**src/assert_macros.svh**
```systemverilog
// assertion macros used by the cursor sequence store rtl
`ifndef ASSERT_MACROS_SVH
`define ASSERT_MACROS_SVH

`ifndef SYNTHESIS

// same-cycle implication, checked at every rising clk outside reset
`define CSS_ASSERT_IMP(lbl, ante, cons) \
    lbl: assert property (@(posedge clk) disable iff (!rst_n) (ante) |-> (cons)) \
        else $error("assertion failed");

// next-cycle implication, checked at every rising clk outside reset
`define CSS_ASSERT_NXT(lbl, ante, cons) \
    lbl: assert property (@(posedge clk) disable iff (!rst_n) (ante) |=> (cons)) \
        else $error("assertion failed");

`else

`define CSS_ASSERT_IMP(lbl, ante, cons)
`define CSS_ASSERT_NXT(lbl, ante, cons)

`endif

`endif

```
**src/css_pkg.sv**
```systemverilog
// constants, codes and types of the cursor sequence store
`default_nettype none

package css_pkg;

    localparam int DEPTH  = 64;
    localparam int WIDTH  = 32;
    localparam int ADDR_W = (DEPTH > 1) ? $clog2(DEPTH) : 1;
    localparam int CNT_W  = $clog2(DEPTH + 1);

    localparam int KIND_W  = 3;
    localparam int DATA_W  = 32;
    localparam int COUNT_W = 7;
    localparam int STAT_W  = 2;

    localparam logic [KIND_W-1:0] KIND_START      = 3'd0;
    localparam logic [KIND_W-1:0] KIND_ADVANCE    = 3'd1;
    localparam logic [KIND_W-1:0] KIND_INS_BEFORE = 3'd2;
    localparam logic [KIND_W-1:0] KIND_INS_AFTER  = 3'd3;
    localparam logic [KIND_W-1:0] KIND_REMOVE     = 3'd4;
    localparam logic [KIND_W-1:0] KIND_GET        = 3'd5;

    localparam logic [STAT_W-1:0] ST_OK         = 2'd0;
    localparam logic [STAT_W-1:0] ST_NO_CURRENT = 2'd1;
    localparam logic [STAT_W-1:0] ST_FULL       = 2'd2;

    typedef logic signed [WIDTH-1:0]  word_t;
    typedef logic signed [DATA_W-1:0] data_t;
    typedef logic [ADDR_W-1:0]        addr_t;
    typedef logic [CNT_W-1:0]         cnt_t;

endpackage

`default_nettype wire

```
**src/css_if.sv**
```systemverilog
// command and response channel interfaces of the cursor sequence store
`default_nettype none

interface css_cmd_if;
    logic                                 valid;
    logic                                 ready;
    logic        [css_pkg::KIND_W-1:0]    kind;
    logic signed [css_pkg::DATA_W-1:0]    entry;

    modport source (output valid, output kind, output entry, input ready);
    modport sink   (input valid, input kind, input entry, output ready);
endinterface

interface css_rsp_if;
    logic                                 valid;
    logic                                 ready;
    logic signed [css_pkg::DATA_W-1:0]    current_value;
    logic                                 has_current;
    logic        [css_pkg::COUNT_W-1:0]   item_count;
    logic        [css_pkg::STAT_W-1:0]    status;

    modport source (output valid, output current_value, output has_current,
                    output item_count, output status, input ready);
    modport sink   (input valid, input current_value, input has_current,
                    input item_count, input status, output ready);
endinterface

`default_nettype wire

```
**src/css_ram.sv**
```systemverilog
// generic simple dual-port ram, one write and one registered read port
`default_nettype none

module css_ram #(
    parameter int W = 32,
    parameter int D = 64
) (
    input  wire logic                                 clk,
    input  wire logic                                 we,
    input  wire logic [((D > 1) ? $clog2(D) : 1)-1:0] waddr,
    input  wire logic [W-1:0]                         wdata,
    input  wire logic                                 re,
    input  wire logic [((D > 1) ? $clog2(D) : 1)-1:0] raddr,
    output logic      [W-1:0]                         rdata
);

    logic [W-1:0] mem [D];

    always_ff @(posedge clk)
    begin
        if (we)
        begin
            mem[waddr] <= wdata;
        end
        if (re)
        begin
            rdata <= mem[raddr];
        end
    end

endmodule

`default_nettype wire

```
**src/cursor_sequence_store.sv**
```systemverilog
// top level of the cursor sequence store: sequencer around the item ram
//
// usage
//   cmd carries one word per operation: kind (start, advance, insert before,
//   insert after, remove, get) and entry, the value for the two inserts.
//   rsp returns exactly one word per command: the value at the cursor
//   after the operation (zero if none), has_current, item_count and status
//   (ok, no current item, store full and insert refused).
//   the list lives in one item ram; inserts and removes move the entries
//   behind the insert or remove point one place, one entry per cycle.
//   order of steps: start, advance, get, other kinds and refused ops read the
//     item at the cursor and then load the response word; an insert first
//     moves the entries, then writes the new entry, then reads; a remove moves.
//   one command is in flight at a time; cmd.ready returns the cycle after
//   the response word is loaded.
//   if rsp is stalled the loaded word waits in the output register and the
//   next finished one in the sequencer; nothing is lost or repeated.
//   reset empties the list and leaves nothing current; the ram needs no
//   clearing pass since only entries below the count are ever read.
`default_nettype none
`include "assert_macros.svh"

module cursor_sequence_store (
    input  wire logic  clk,
    input  wire logic  rst_n,
    css_cmd_if.sink    cmd,
    css_rsp_if.source  rsp
);

    localparam logic [2:0] S_IDLE  = 3'd0;
    localparam logic [2:0] S_SHIFT = 3'd1;
    localparam logic [2:0] S_PUT   = 3'd2;
    localparam logic [2:0] S_READ  = 3'd3;
    localparam logic [2:0] S_DONE  = 3'd4;

    localparam css_pkg::cnt_t CNT_FULL = css_pkg::CNT_W'(css_pkg::DEPTH);
    localparam css_pkg::cnt_t CNT_ONE  = css_pkg::CNT_W'(1);

    // sequencer state
    logic [2:0]                   state_reg, state_next;
    css_pkg::cnt_t                total_reg, total_next;
    css_pkg::cnt_t                cursor_reg, cursor_next;
    css_pkg::cnt_t                left_reg, left_next;
    css_pkg::addr_t               src_reg, src_next;
    css_pkg::addr_t               wr_addr_reg, wr_addr_next;
    logic                         wr_pend_reg, wr_pend_next;
    logic                         up_reg, up_next;
    logic                         ins_reg, ins_next;
    logic [css_pkg::STAT_W-1:0]   status_reg, status_next;
    css_pkg::word_t               ent_reg, ent_next;

    // output register
    logic                         ov_reg, ov_next;
    css_pkg::data_t               val_reg, val_next;
    logic                         hc_reg, hc_next;
    logic [css_pkg::COUNT_W-1:0]  cnt_reg, cnt_next;
    logic [css_pkg::STAT_W-1:0]   st_reg, st_next;

    // ram ports
    logic                         ram_we;
    css_pkg::addr_t               ram_waddr;
    logic [css_pkg::WIDTH-1:0]    ram_wdata;
    logic                         ram_re;
    css_pkg::addr_t               ram_raddr;
    logic [css_pkg::WIDTH-1:0]    ram_rdata;

    logic                         accept;
    logic                         cur;
    logic                         full;
    logic                         load_out;
    logic                         ins_cmd;
    css_pkg::cnt_t                ins_pos;

    assign cmd.ready = (state_reg == S_IDLE);
    assign accept    = cmd.valid && cmd.ready;
    assign cur       = (cursor_reg < total_reg);
    assign full      = (total_reg == CNT_FULL);
    assign load_out  = (state_reg == S_DONE) && (!ov_reg || rsp.ready);
    assign ins_cmd   = (cmd.kind == css_pkg::KIND_INS_BEFORE) ||
                       (cmd.kind == css_pkg::KIND_INS_AFTER);

    // insert point: before the current item or at the front, after it or at the end
    always_comb
    begin
        if (cmd.kind == css_pkg::KIND_INS_BEFORE)
        begin
            ins_pos = cur ? cursor_reg : '0;
        end
        else
        begin
            ins_pos = cur ? (cursor_reg + CNT_ONE) : total_reg;
        end
    end

    always_comb
    begin
        state_next   = state_reg;
        total_next   = total_reg;
        cursor_next  = cursor_reg;
        left_next    = left_reg;
        src_next     = src_reg;
        wr_addr_next = wr_addr_reg;
        wr_pend_next = wr_pend_reg;
        up_next      = up_reg;
        ins_next     = ins_reg;
        status_next  = status_reg;
        ent_next     = ent_reg;
        ram_we       = 1'b0;
        ram_waddr    = wr_addr_reg;
        ram_wdata    = ram_rdata;
        ram_re       = 1'b0;
        ram_raddr    = src_reg;

        case (state_reg)
            S_IDLE:
            begin
                if (accept)
                begin
                    status_next  = css_pkg::ST_OK;
                    wr_pend_next = 1'b0;
                    state_next   = S_READ;
                    case (cmd.kind)
                        css_pkg::KIND_START:
                        begin
                            cursor_next = '0;
                        end
                        css_pkg::KIND_ADVANCE:
                        begin
                            if (!cur)
                            begin
                                status_next = css_pkg::ST_NO_CURRENT;
                            end
                            else
                            begin
                                cursor_next = cursor_reg + CNT_ONE;
                            end
                        end
                        css_pkg::KIND_INS_BEFORE, css_pkg::KIND_INS_AFTER:
                        begin
                            if (full)
                            begin
                                status_next = css_pkg::ST_FULL;
                            end
                            else
                            begin
                                // move entries pos..total-1 up one place, top first
                                left_next   = total_reg - ins_pos;
                                src_next    = css_pkg::ADDR_W'(total_reg - CNT_ONE);
                                up_next     = 1'b0;
                                ins_next    = 1'b1;
                                ent_next    = css_pkg::word_t'(cmd.entry);
                                total_next  = total_reg + CNT_ONE;
                                cursor_next = ins_pos;
                                state_next  = S_SHIFT;
                            end
                        end
                        css_pkg::KIND_REMOVE:
                        begin
                            if (!cur)
                            begin
                                status_next = css_pkg::ST_NO_CURRENT;
                            end
                            else
                            begin
                                // move entries cursor+1..total-1 down one place
                                left_next  = total_reg - cursor_reg - CNT_ONE;
                                src_next   = css_pkg::ADDR_W'(cursor_reg + CNT_ONE);
                                up_next    = 1'b1;
                                ins_next   = 1'b0;
                                total_next = total_reg - CNT_ONE;
                                state_next = S_SHIFT;
                            end
                        end
                        css_pkg::KIND_GET:
                        begin
                            if (!cur)
                            begin
                                status_next = css_pkg::ST_NO_CURRENT;
                            end
                        end
                        default:
                        begin
                            status_next = css_pkg::ST_OK;
                        end
                    endcase
                end
            end
            S_SHIFT:
            begin
                // write back the word read last cycle next to where it came from
                ram_we = wr_pend_reg;
                if (left_reg != '0)
                begin
                    ram_re       = 1'b1;
                    ram_raddr    = src_reg;
                    wr_pend_next = 1'b1;
                    wr_addr_next = up_reg ? (src_reg - 1'b1) : (src_reg + 1'b1);
                    src_next     = up_reg ? (src_reg + 1'b1) : (src_reg - 1'b1);
                    left_next    = left_reg - CNT_ONE;
                end
                else
                begin
                    wr_pend_next = 1'b0;
                    state_next   = ins_reg ? S_PUT : S_READ;
                end
            end
            S_PUT:
            begin
                ram_we     = 1'b1;
                ram_waddr  = cursor_reg[css_pkg::ADDR_W-1:0];
                ram_wdata  = ent_reg;
                state_next = S_READ;
            end
            S_READ:
            begin
                ram_re     = cur;
                ram_raddr  = cursor_reg[css_pkg::ADDR_W-1:0];
                state_next = S_DONE;
            end
            S_DONE:
            begin
                if (load_out)
                begin
                    state_next = S_IDLE;
                end
            end
            default:
            begin
                state_next = S_IDLE;
            end
        endcase
    end

    // response word built from the state after the operation
    always_comb
    begin
        ov_next  = ov_reg;
        val_next = val_reg;
        hc_next  = hc_reg;
        cnt_next = cnt_reg;
        st_next  = st_reg;
        if (rsp.valid && rsp.ready)
        begin
            ov_next = 1'b0;
        end
        if (load_out)
        begin
            ov_next  = 1'b1;
            val_next = cur ? css_pkg::data_t'(signed'(ram_rdata)) : '0;
            hc_next  = cur;
            cnt_next = css_pkg::COUNT_W'(total_reg);
            st_next  = status_reg;
        end
    end

    always_ff @(posedge clk or negedge rst_n)
    begin
        if (!rst_n)
        begin
            state_reg   <= S_IDLE;
            total_reg   <= '0;
            cursor_reg  <= CNT_ONE;
            left_reg    <= '0;
            wr_pend_reg <= 1'b0;
            up_reg      <= 1'b0;
            ins_reg     <= 1'b0;
            status_reg  <= css_pkg::ST_OK;
            ov_reg      <= 1'b0;
        end
        else
        begin
            state_reg   <= state_next;
            total_reg   <= total_next;
            cursor_reg  <= cursor_next;
            left_reg    <= left_next;
            wr_pend_reg <= wr_pend_next;
            up_reg      <= up_next;
            ins_reg     <= ins_next;
            status_reg  <= status_next;
            ov_reg      <= ov_next;
        end
    end

    always_ff @(posedge clk)
    begin
        src_reg     <= src_next;
        wr_addr_reg <= wr_addr_next;
        ent_reg     <= ent_next;
        val_reg     <= val_next;
        hc_reg      <= hc_next;
        cnt_reg     <= cnt_next;
        st_reg      <= st_next;
    end

    css_ram #(
        .W (css_pkg::WIDTH),
        .D (css_pkg::DEPTH)
    ) u_item_ram (
        .clk   (clk),
        .we    (ram_we),
        .waddr (ram_waddr),
        .wdata (ram_wdata),
        .re    (ram_re),
        .raddr (ram_raddr),
        .rdata (ram_rdata)
    );

    assign rsp.valid         = ov_reg;
    assign rsp.current_value = val_reg;
    assign rsp.has_current   = hc_reg;
    assign rsp.item_count    = cnt_reg;
    assign rsp.status        = st_reg;

    // count never passes capacity
    `CSS_ASSERT_IMP(a_total_cap, 1'b1, total_reg <= CNT_FULL)
    // an accepted insert into a store with room grows the count by one
    `CSS_ASSERT_NXT(a_ins_grow, accept && !full && ins_cmd, total_reg == $past(total_reg) + CNT_ONE)
    // an accepted remove of a current item shrinks the count by one
    `CSS_ASSERT_NXT(a_rem_shrink, accept && cur && cmd.kind == css_pkg::KIND_REMOVE, total_reg == $past(total_reg) - CNT_ONE)
    // a no-current status never comes with a current item
    `CSS_ASSERT_IMP(a_nocur_flag, rsp.valid && rsp.status == css_pkg::ST_NO_CURRENT, !rsp.has_current)
    // the ram is never written outside the shift and put steps
    `CSS_ASSERT_IMP(a_we_phase, ram_we, state_reg == S_SHIFT || state_reg == S_PUT)

endmodule

`default_nettype wire

```
**src/flat_wrapper.sv**
```systemverilog
// flat-port wrapper written by rule: the top's interface ports become plain ports
module cursor_sequence_store_flat 
  (clk, rst_n, cmd_valid, cmd_kind, cmd_entry, cmd_ready, rsp_valid, rsp_current_value, rsp_has_current, rsp_item_count, rsp_status, rsp_ready);
  css_cmd_if cmd_i ();
  css_rsp_if rsp_i ();
  input  wire logic clk;
  input  wire logic rst_n;
  input wire logic [$bits(cmd_i.valid)-1:0] cmd_valid;
  input wire logic [$bits(cmd_i.kind)-1:0] cmd_kind;
  input wire logic [$bits(cmd_i.entry)-1:0] cmd_entry;
  output wire logic [$bits(cmd_i.ready)-1:0] cmd_ready;
  output wire logic [$bits(rsp_i.valid)-1:0] rsp_valid;
  output wire logic [$bits(rsp_i.current_value)-1:0] rsp_current_value;
  output wire logic [$bits(rsp_i.has_current)-1:0] rsp_has_current;
  output wire logic [$bits(rsp_i.item_count)-1:0] rsp_item_count;
  output wire logic [$bits(rsp_i.status)-1:0] rsp_status;
  input wire logic [$bits(rsp_i.ready)-1:0] rsp_ready;
  assign cmd_i.valid = cmd_valid;
  assign cmd_i.kind = cmd_kind;
  assign cmd_i.entry = cmd_entry;
  assign cmd_ready = cmd_i.ready;
  assign rsp_valid = rsp_i.valid;
  assign rsp_current_value = rsp_i.current_value;
  assign rsp_has_current = rsp_i.has_current;
  assign rsp_item_count = rsp_i.item_count;
  assign rsp_status = rsp_i.status;
  assign rsp_i.ready = rsp_ready;
  cursor_sequence_store u_core (.clk(clk), .rst_n(rst_n), .cmd(cmd_i), .rsp(rsp_i));
endmodule
```
**config.mk**
```make
export PLATFORM = sky130hd
export DESIGN_NAME = cursor_sequence_store_flat
export DESIGN_NICKNAME = d
export VERILOG_FILES = /design/src/css_pkg.sv /design/src/css_if.sv /design/src/css_ram.sv /design/src/cursor_sequence_store.sv /design/src/flat_wrapper.sv
export VERILOG_INCLUDE_DIRS = /design/src /design/src/src
export SDC_FILE = /design/constraint.sdc
export NUM_CORES = 2
export LEC_CHECK = 0
export BUFFER_PORTS_ARGS = -buffer_cell sky130_fd_sc_hd__buf_2
export CORE_MARGIN = 1.5
export CORE_UTILIZATION = 52
export CTS_CLUSTER_DIAMETER = 150
export DETAILED_ROUTE_END_ITERATION = 8
export MAX_ROUTING_LAYER = met4
export PLACE_DENSITY = 0.68
export SETUP_SLACK_MARGIN = 0.5
export SYNTH_ARGS = -nofsm -noshare
export SYNTH_HDL_FRONTEND = slang
export SYNTH_SLANG_ARGS = --single-unit
```
**constraint.sdc**
```tcl
create_clock -name clk -period 4.68 [get_ports clk]
set_clock_uncertainty 0.05 [all_clocks]
set_input_delay 0.468 -clock clk [delete_from_list [all_inputs] [get_ports clk]]
set_output_delay 0.468 -clock clk [all_outputs]
set_load 0.1 [all_outputs]
```
======== Word level (Yosys, flattened, before mapping) ========
Memory sizes are Yosys's and may differ from the RTL's. A register that Yosys moved wholly into a read port is not among the register bits.
Index checks and enable logic that the tools add are counted.
operators by class
  add/subtract/negate cells ............... 9
  order comparisons ....................... 1
  eq/ne operators ......................... 20
  muxes and demuxes ....................... 52
  bitwise operators ....................... 1
  reductions and logical operators ........ 22
operators by type and width
  cell                                                                    number
  7-bit two-way mux                                                       11
  6-bit two-way mux                                                       8
  7-bit one-hot mux with 2 select lines                                   3
  32-bit two-way mux                                                      1
  6-bit one-hot mux with 2 select lines                                   2
  7-bit one-hot mux with 3 select lines                                   1
  7-bit by 1-bit subtractor with 7-bit output (second input constant)     3
  3-bit one-hot mux with 5 select lines                                   1
  7-bit by 1-bit adder with 7-bit output (second input constant)          2
  7-bit subtractor                                                        2
  3-bit by 2-bit equality test with 1-bit output (second input constant)  4
  1-bit two-way mux                                                       12
  1-bit one-hot mux with 2 select lines                                   5
  5-bit AND reduction                                                     2
  3-bit equality test (second input constant)                             3
  3-bit two-way mux                                                       3
  3-bit != test (second input constant)                                   3
  2-bit by 1-bit != test with 1-bit output (second input constant)        4
  7-bit equality test (second input constant)                             1
  7-bit < comparator                                                      1
  7-bit nonzero test                                                      1
  6-bit by 1-bit adder with 6-bit output (second input constant)          1
  3-bit by 1-bit equality test with 1-bit output (second input constant)  2
  3-bit zero test                                                         2
  other kinds (17)                                                        27
storage, ports and cells
  bits in registers ....................... 116
  bits in writable memories ............... 2048
  output and inout port bits .............. 44
  logic and storage cells ................. 122
  memories ................................ 1
memory list
  memory                 depth  width  rd ports  clocked after memory_dff  write ports  RTL line       RTL
  u_core.u_item_ram.mem  64     32     1         1                         1            css_ram.sv:17  logic [W-1:0] mem [D];

======== Logic depth before layout (Yosys ltp) ========
  depth after elaboration ................. 8
  gate-level depth with buffers ........... 20
  gate-level depth less buffers ........... 19

======== By module ========
Synthesis repeated with hierarchy kept, for this count alone.
unflattened totals
  cell total of the unflattened synthesis .. 3898
  area total of the unflattened synthesis .. 85266.8 sq um
by module, submodules not included
  module                 instances  cells each  area each (sq um)
  css_ram                1          3323        78838.1
  cursor_sequence_store  1          575         6428.7

======== Worst setup path before layout ========
OpenSTA, ideal clock, no wires.
  path kind ............................... register to register
  start point ............................. reg u_core.state_reg[1]
  end point ............................... reg u_core.left_reg[6]
  arrival ................................. 3.816 ns
  required time ........................... 4.419 ns
  setup slack ............................. 0.603 ns
  stages on the path, launching flop included .. 8
  period minus slack after synthesis ...... 4.077 ns
  cells stage by stage .................... dfrtp_1 -> buf_4 -> nor3_1 -> nand3_1 -> nor2_1 -> nor2_2 -> nor3_1 -> a2111oi_0
between the ends
  word-level cells in the longest chain between the ends .. 4
  elaborated cells on any way between the ends .. 11
RTL lines
  element                               RTL line                      RTL
  start, declared                       cursor_sequence_store.sv:40   logic [2:0] state_reg, state_next;
  start signal, assigned                cursor_sequence_store.sv:272  state_reg <= state_next;
  3-bit zero test *                     cursor_sequence_store.sv:74   assign cmd.ready = (state_reg == S_IDLE);
  via cmd_ready                         flat_wrapper.sv:11            output wire logic [$bits(cmd_i.ready)-1:0] cmd_ready;
  1-bit logical AND                     cursor_sequence_store.sv:75   assign accept = cmd.valid && cmd.ready;
  2-bit != test (no source line)        -
  6-bit AND reduction (no source line)  -
  end signal, assigned                  cursor_sequence_store.sv:275  left_reg <= left_next;
  end, declared                         cursor_sequence_store.sv:43   css_pkg::cnt_t left_reg, left_next;
Mark *: on every way through the listed nets, which the timed path passes. The rest lies on a longest branch.
A chain may end at the register's enable or synchronous reset.

======== Worst setup path after layout ========
  start point ............................. reg u_core.state_reg[1]
  end point ............................... reg u_core.u_item_ram.rdata[8], read port of u_core.u_item_ram.mem, data pin
between the ends
  word-level cells in the longest chain between the ends .. 2
  elaborated cells on any way between the ends .. 4
RTL lines
  element                                                                                                           RTL line                      RTL
  3-bit by 2-bit equality test with 1-bit output or 3-bit by 1-bit equality test with 1-bit output (tied branches)  cursor_sequence_store.sv:114  case (state_reg)
  1-bit one-hot mux with 2 select lines or 6-bit two-way mux (tied branches)                                        -
  end, declared                                                                                                     css_ram.sv:14                 output logic [W-1:0] rdata
Parallel ways exist; a longest one is shown, timed or not.

==> results <==
- Input and output buffers added on the ports amount to 82.
- The sequential share of power is 38.5%.
- The die covers 167000 sq um.
- The clock power share is 23.4%.
- The final critical-path share of the clock period is 84.3%.
- Data arrives at the worst endpoint at 4.49 ns.
- STA puts the critical path data required time at 5.22 ns.
- The area share of the largest cell type after synthesis is 76.0%.
- The leading cell type in the layout, fill and taps excluded is sky130_fd_sc_hd__edfxtp_1.
- Entering global routing, the biggest net connects 65 pins.
- Once the floorplan was initialized, standard cells occupied 52.5% of the core.
- Summed over all nets, the switching power comes to 0.0264 W.
- The remaining number of nets flagged by the antenna check after routing is 0.
- For this run, design rule violations remaining after detail routing come to 0.
- The synthesized netlist occupies a cell area of 85500 sq um.
- The highest ir drop seen on vdd is 0.000542 V.
- The cell type of the slowest stage on the worst timing path is sky130_fd_sc_hd__o41ai_1.
- The normalized max-slew margin is 9.95%.
- The Yosys step of the flow raised 0 warnings.
- The routability-driven placement congestion ratio is 0.907.
- The total global routing track utilization is 28.7%.
- The most used routing layer is met2.
- Timing would allow up to 254 MHz.
- The number of antenna violations at the first check in global routing is 12.
- The worst setup path is captured at a flip-flop.
- The most numerous cell on the critical path is sky130_fd_sc_hd__buf_4.
- The sequential element share of the synthesized area is 76.9%.
- The largest single stage delay on the critical path is 0.58 ns.
- The synthesized flop and latch total is 2196.
- The synthesized design spends more area on one cell type than any other, namely sky130_fd_sc_hd__edfxtp_1.
- The register with the most flip-flops in the final layout is u_core.u_item_ram.mem.
- By area the synthesized netlist is led by sky130_fd_sc_hd__edfxtp_1, sky130_fd_sc_hd__mux2i_1, sky130_fd_sc_hd__o22ai_1.
- In this run the standard cell core region covers 163000 sq um.
- The clock tree synthesis step divided the H-tree into 4 levels.
- For this run, the leading register cell type out of synthesis is sky130_fd_sc_hd__edfxtp_1.
- The minimum clock period after layout is 3.94 ns.
- The flip-flop count of the largest register after layout is 2048.
- Measured along the x axis, the die boundary spans 409 microns.
- In this run the static leakage power is 34.3 nW.
- In this run, synthesis inferred 2166 flip-flops with an integrated enable.
- The longest clock path from root to sink contains 3 buffers.
- The critical path in this run is classified as reg2reg.
- Walking the worst path, the cells encountered are and3b_1 > nor2_2 > a21o_1 > nand2_4 > buf_12 > buf_4 > o22ai_1 > o41ai_1 > buf_4 > nand4_1.
- The post-route netlist has 15.9% of its cells at a drive strength greater than 1.
- The vertical die dimension is 409 microns.
- The clock tree from TritonCTS is built.
- The detailed-route wire length is 235000 microns.
- The worst path buffer plus inverter count is 3.
- The number of I/O pins is 83.
- The actual slew at the worst max-slew pin is 1.35 ns.
- The met1 track demand over resource in global routing is 39.2%.
- The class of the most critical hold timing path is in2reg.
- The overall overflow remaining after global route is 0.
- Dividing the detail-routed wire length by the instance count gives 31.2 microns.
- The number of max-slew violations in the final report is 0.
- The routed layout has 47700 vias.
- The placed wire-length estimate after detailed placement is 133000 microns.
- The final-stage net count is 5256.
- The number of sinks driven by the clock tree is 2196.
- The share of total power dissipated in combinational logic is 38.1%.
- Power comes to 0.0716 W.
- For met2 alone, demand over resource in global routing was 43.2%.
- The per-cell via count in the routed design is 6.32.
- The hold violation total from the final report came to 0.
- The number of global-route vias before repair was 45400.
- Of all flip-flops after synthesis, the portion carrying an async set or reset was 1.37%.
- For this run, the detailed router's first-pass iteration total came to 6.
- The number of setup violations in the final report is 0.
- The layout overhead on the synthesized area is 15.5%.
- The switching power as a share of total power is 36.9%.
- The root buffer cell is sky130_fd_sc_hd__clkbuf_16.
- Yosys mapped the design onto 70 distinct sky130hd cell types.
- Across the run, the number of max-cap violations was 0.
- In this run, the number of DRC markers left after iteration 0 of detailed routing was 6630.
- Internal power comes to 0.0452 W.
- Leaving out fill and tap cells, the most frequent cells in the layout are sky130_fd_sc_hd__edfxtp_1, sky130_fd_sc_hd__mux2i_1, sky130_fd_sc_hd__o22ai_1.
- The flow ran to the end, and the final reports show no timing, DRC or antenna violations.
- The first global-routing pass estimated 331000 microns of wire.
- Buffers inserted during clock tree synthesis total 209.
- Dividing the synthesized area by the synthesized cell count gives 17.8 sq um.
- Clock-pin slew was measured on the worst setup and hold paths at 0.06 ns.
- In the synthesized netlist, the number of instances is 4796.
- The number of nets handed over by synthesis was 4862.
- The floorplan has 148 rows.
- The power density over the cells is 725 nW/um^2.
- Of all nets on the critical path, the largest fanout is 25.
- Setup repair after global routing could not meet its margin everywhere.
- Global routing consumed, on the met3 layer, 6.27% of the routing resources.
- STA classifies the critical path startpoint as a flip-flop.
- Setup total negative slack on the finished layout was measured at 0 ns.
- The source-to-sink clock delay at the later pin of the worst-skew pair is 0.85 ns.
- The dominant delay contributor by cell family on the critical path is simple AND/OR/NAND/NOR gates.
-- kinds of logic (layout without fill, tap and decap cells) --
family                     Yosys count  in the layout  share of synthesized area (%)
DFF                               2196           2196                           76.9
buffers and inverters              312            883                           1.84
AOI/OAI and AO/OA                  789            789                           6.17
adders and majority gates           27             27                          0.412
and+or+nand+nor                    406            406                           2.24
muxes                             1028           1028                           12.0
xor gates and xnor gates            38             38                          0.389
other                                0              6                              0
-- metal layers --
layer | vias up | wire, microns
met5 | - | 0
met4 | 0 | 7540
met3 | 416 | 25900
met2 | 2569 | 109000
met1 | 24500 | 93000
li1 | 20200 | -
-- synth_stat cells, types with 25 or more instances --
cell type	number
sky130_fd_sc_hd__clkbuf_1	57
sky130_fd_sc_hd__nand4_1	36
sky130_fd_sc_hd__mux2i_1	1028
sky130_fd_sc_hd__nor2_1	99
sky130_fd_sc_hd__ha_1	25
sky130_fd_sc_hd__a21oi_1	35
sky130_fd_sc_hd__nand2_1	159
sky130_fd_sc_hd__and2_1	35
sky130_fd_sc_hd__o41ai_1	129
sky130_fd_sc_hd__xnor2_1	29
sky130_fd_sc_hd__o22ai_1	518
sky130_fd_sc_hd__dfrtp_1	29
sky130_fd_sc_hd__o21ai_0	33
sky130_fd_sc_hd__buf_2	192
sky130_fd_sc_hd__edfxtp_1	2166
-- final cells by class --
class | instances | area, sq um
Antenna cell | 6 | 15.0
Sequential cell | 2196 | 65800
Clock buffer | 261 | 5600
Clock inverter | 127 | 1160
Timing Repair Buffer | 468 | 4480
Inverter | 27 | 101
Tap cell | 2175 | 2720
Fill cell | 11600 | 64200
Multi-Input combinational cell | 2288 | 18900
-- power by group through the flow --
| stage | Sequential [W] | Combinational (W) | Clock [W] |
|---|---|---|---|
| after CTS | 0.0275 | 0.0268 | 0.0169 |
| after floorplan | 0.0281 | 0.0154 | 0 |
| after detailed placement | 0.0279 | 0.0267 | 0 |
| after global placement | 0.0279 | 0.0263 | 0 |
| after global routing | 0.0276 | 0.0284 | 0.0176 |
| final | 0.0276 | 0.0273 | 0.0167 |
-- metrics by stage --
step                utilization (%)  cell area, sq um  worst slack, ns  hold slack (ns)  instances
floorplan                         -             85500            0.603            0.122       4796
global placement               56.2             91600            0.522            0.390       7110
detailed placement             56.2             91600            0.383            0.392       7110
CTS                            60.6             98700            0.519           0.0537       7535
global route                   60.6             98800            0.450            0.122       7545
finish                         60.6             98800            0.735            0.129       7548
-- worst register-to-register path: stages, from the launching register on --
cell	delay, ns
sky130_fd_sc_hd__dfrtp_1	0.56
sky130_fd_sc_hd__and3b_1	0.44
sky130_fd_sc_hd__nor2_2	0.07
sky130_fd_sc_hd__a21o_1	0.34
sky130_fd_sc_hd__nand2_4	0.52
sky130_fd_sc_hd__buf_12	0.30
sky130_fd_sc_hd__buf_4	0.39
sky130_fd_sc_hd__o22ai_1	0.14
sky130_fd_sc_hd__o41ai_1	0.58
sky130_fd_sc_hd__buf_4	0.24
sky130_fd_sc_hd__nand4_1	0.07
-- path summary, 6_finish.rpt --
kind / startpoint / endpoint / cells after the start / slack [ns]
hold / removal: cmd_kind[2] / u_core.status_reg[1]$_DFFE_PN0P_ / 4 / 0.13
setup / recovery: u_core.state_reg[1]$_DFFE_PN0P_ / u_core.u_item_ram.rdata[8]$_DFFE_PP_ / 10 / 0.74
hold reg to reg: u_core.status_reg[0]$_DFFE_PN0P_ / u_core.rsp.status[0]$_DFFE_PP_ / 0 / 0.40
min in group asynchronous: rst_n / u_core.cursor_reg[3]$_DFFE_PN0P_ / 2 / 0.23
setup reg to reg: u_core.state_reg[1]$_DFFE_PN0P_ / u_core.u_item_ram.rdata[8]$_DFFE_PP_ / 10 / 0.74
max in group asynchronous: rst_n / u_core.cursor_reg[1]$_DFFE_PN0P_ / 2 / 3.77
-- timing repair --
action / 4_1_cts / 5_1_grt
pin swaps: 0 / 1
endpoints found under the setup margin: 1 / 7
hold buffers: 37 / 0
gates resized for setup: 1 / 7
setup buffers: 0 / 7
endpoints found under the hold margin: 66 / 0
Note: power is estimated with default switching activity, not from simulation.
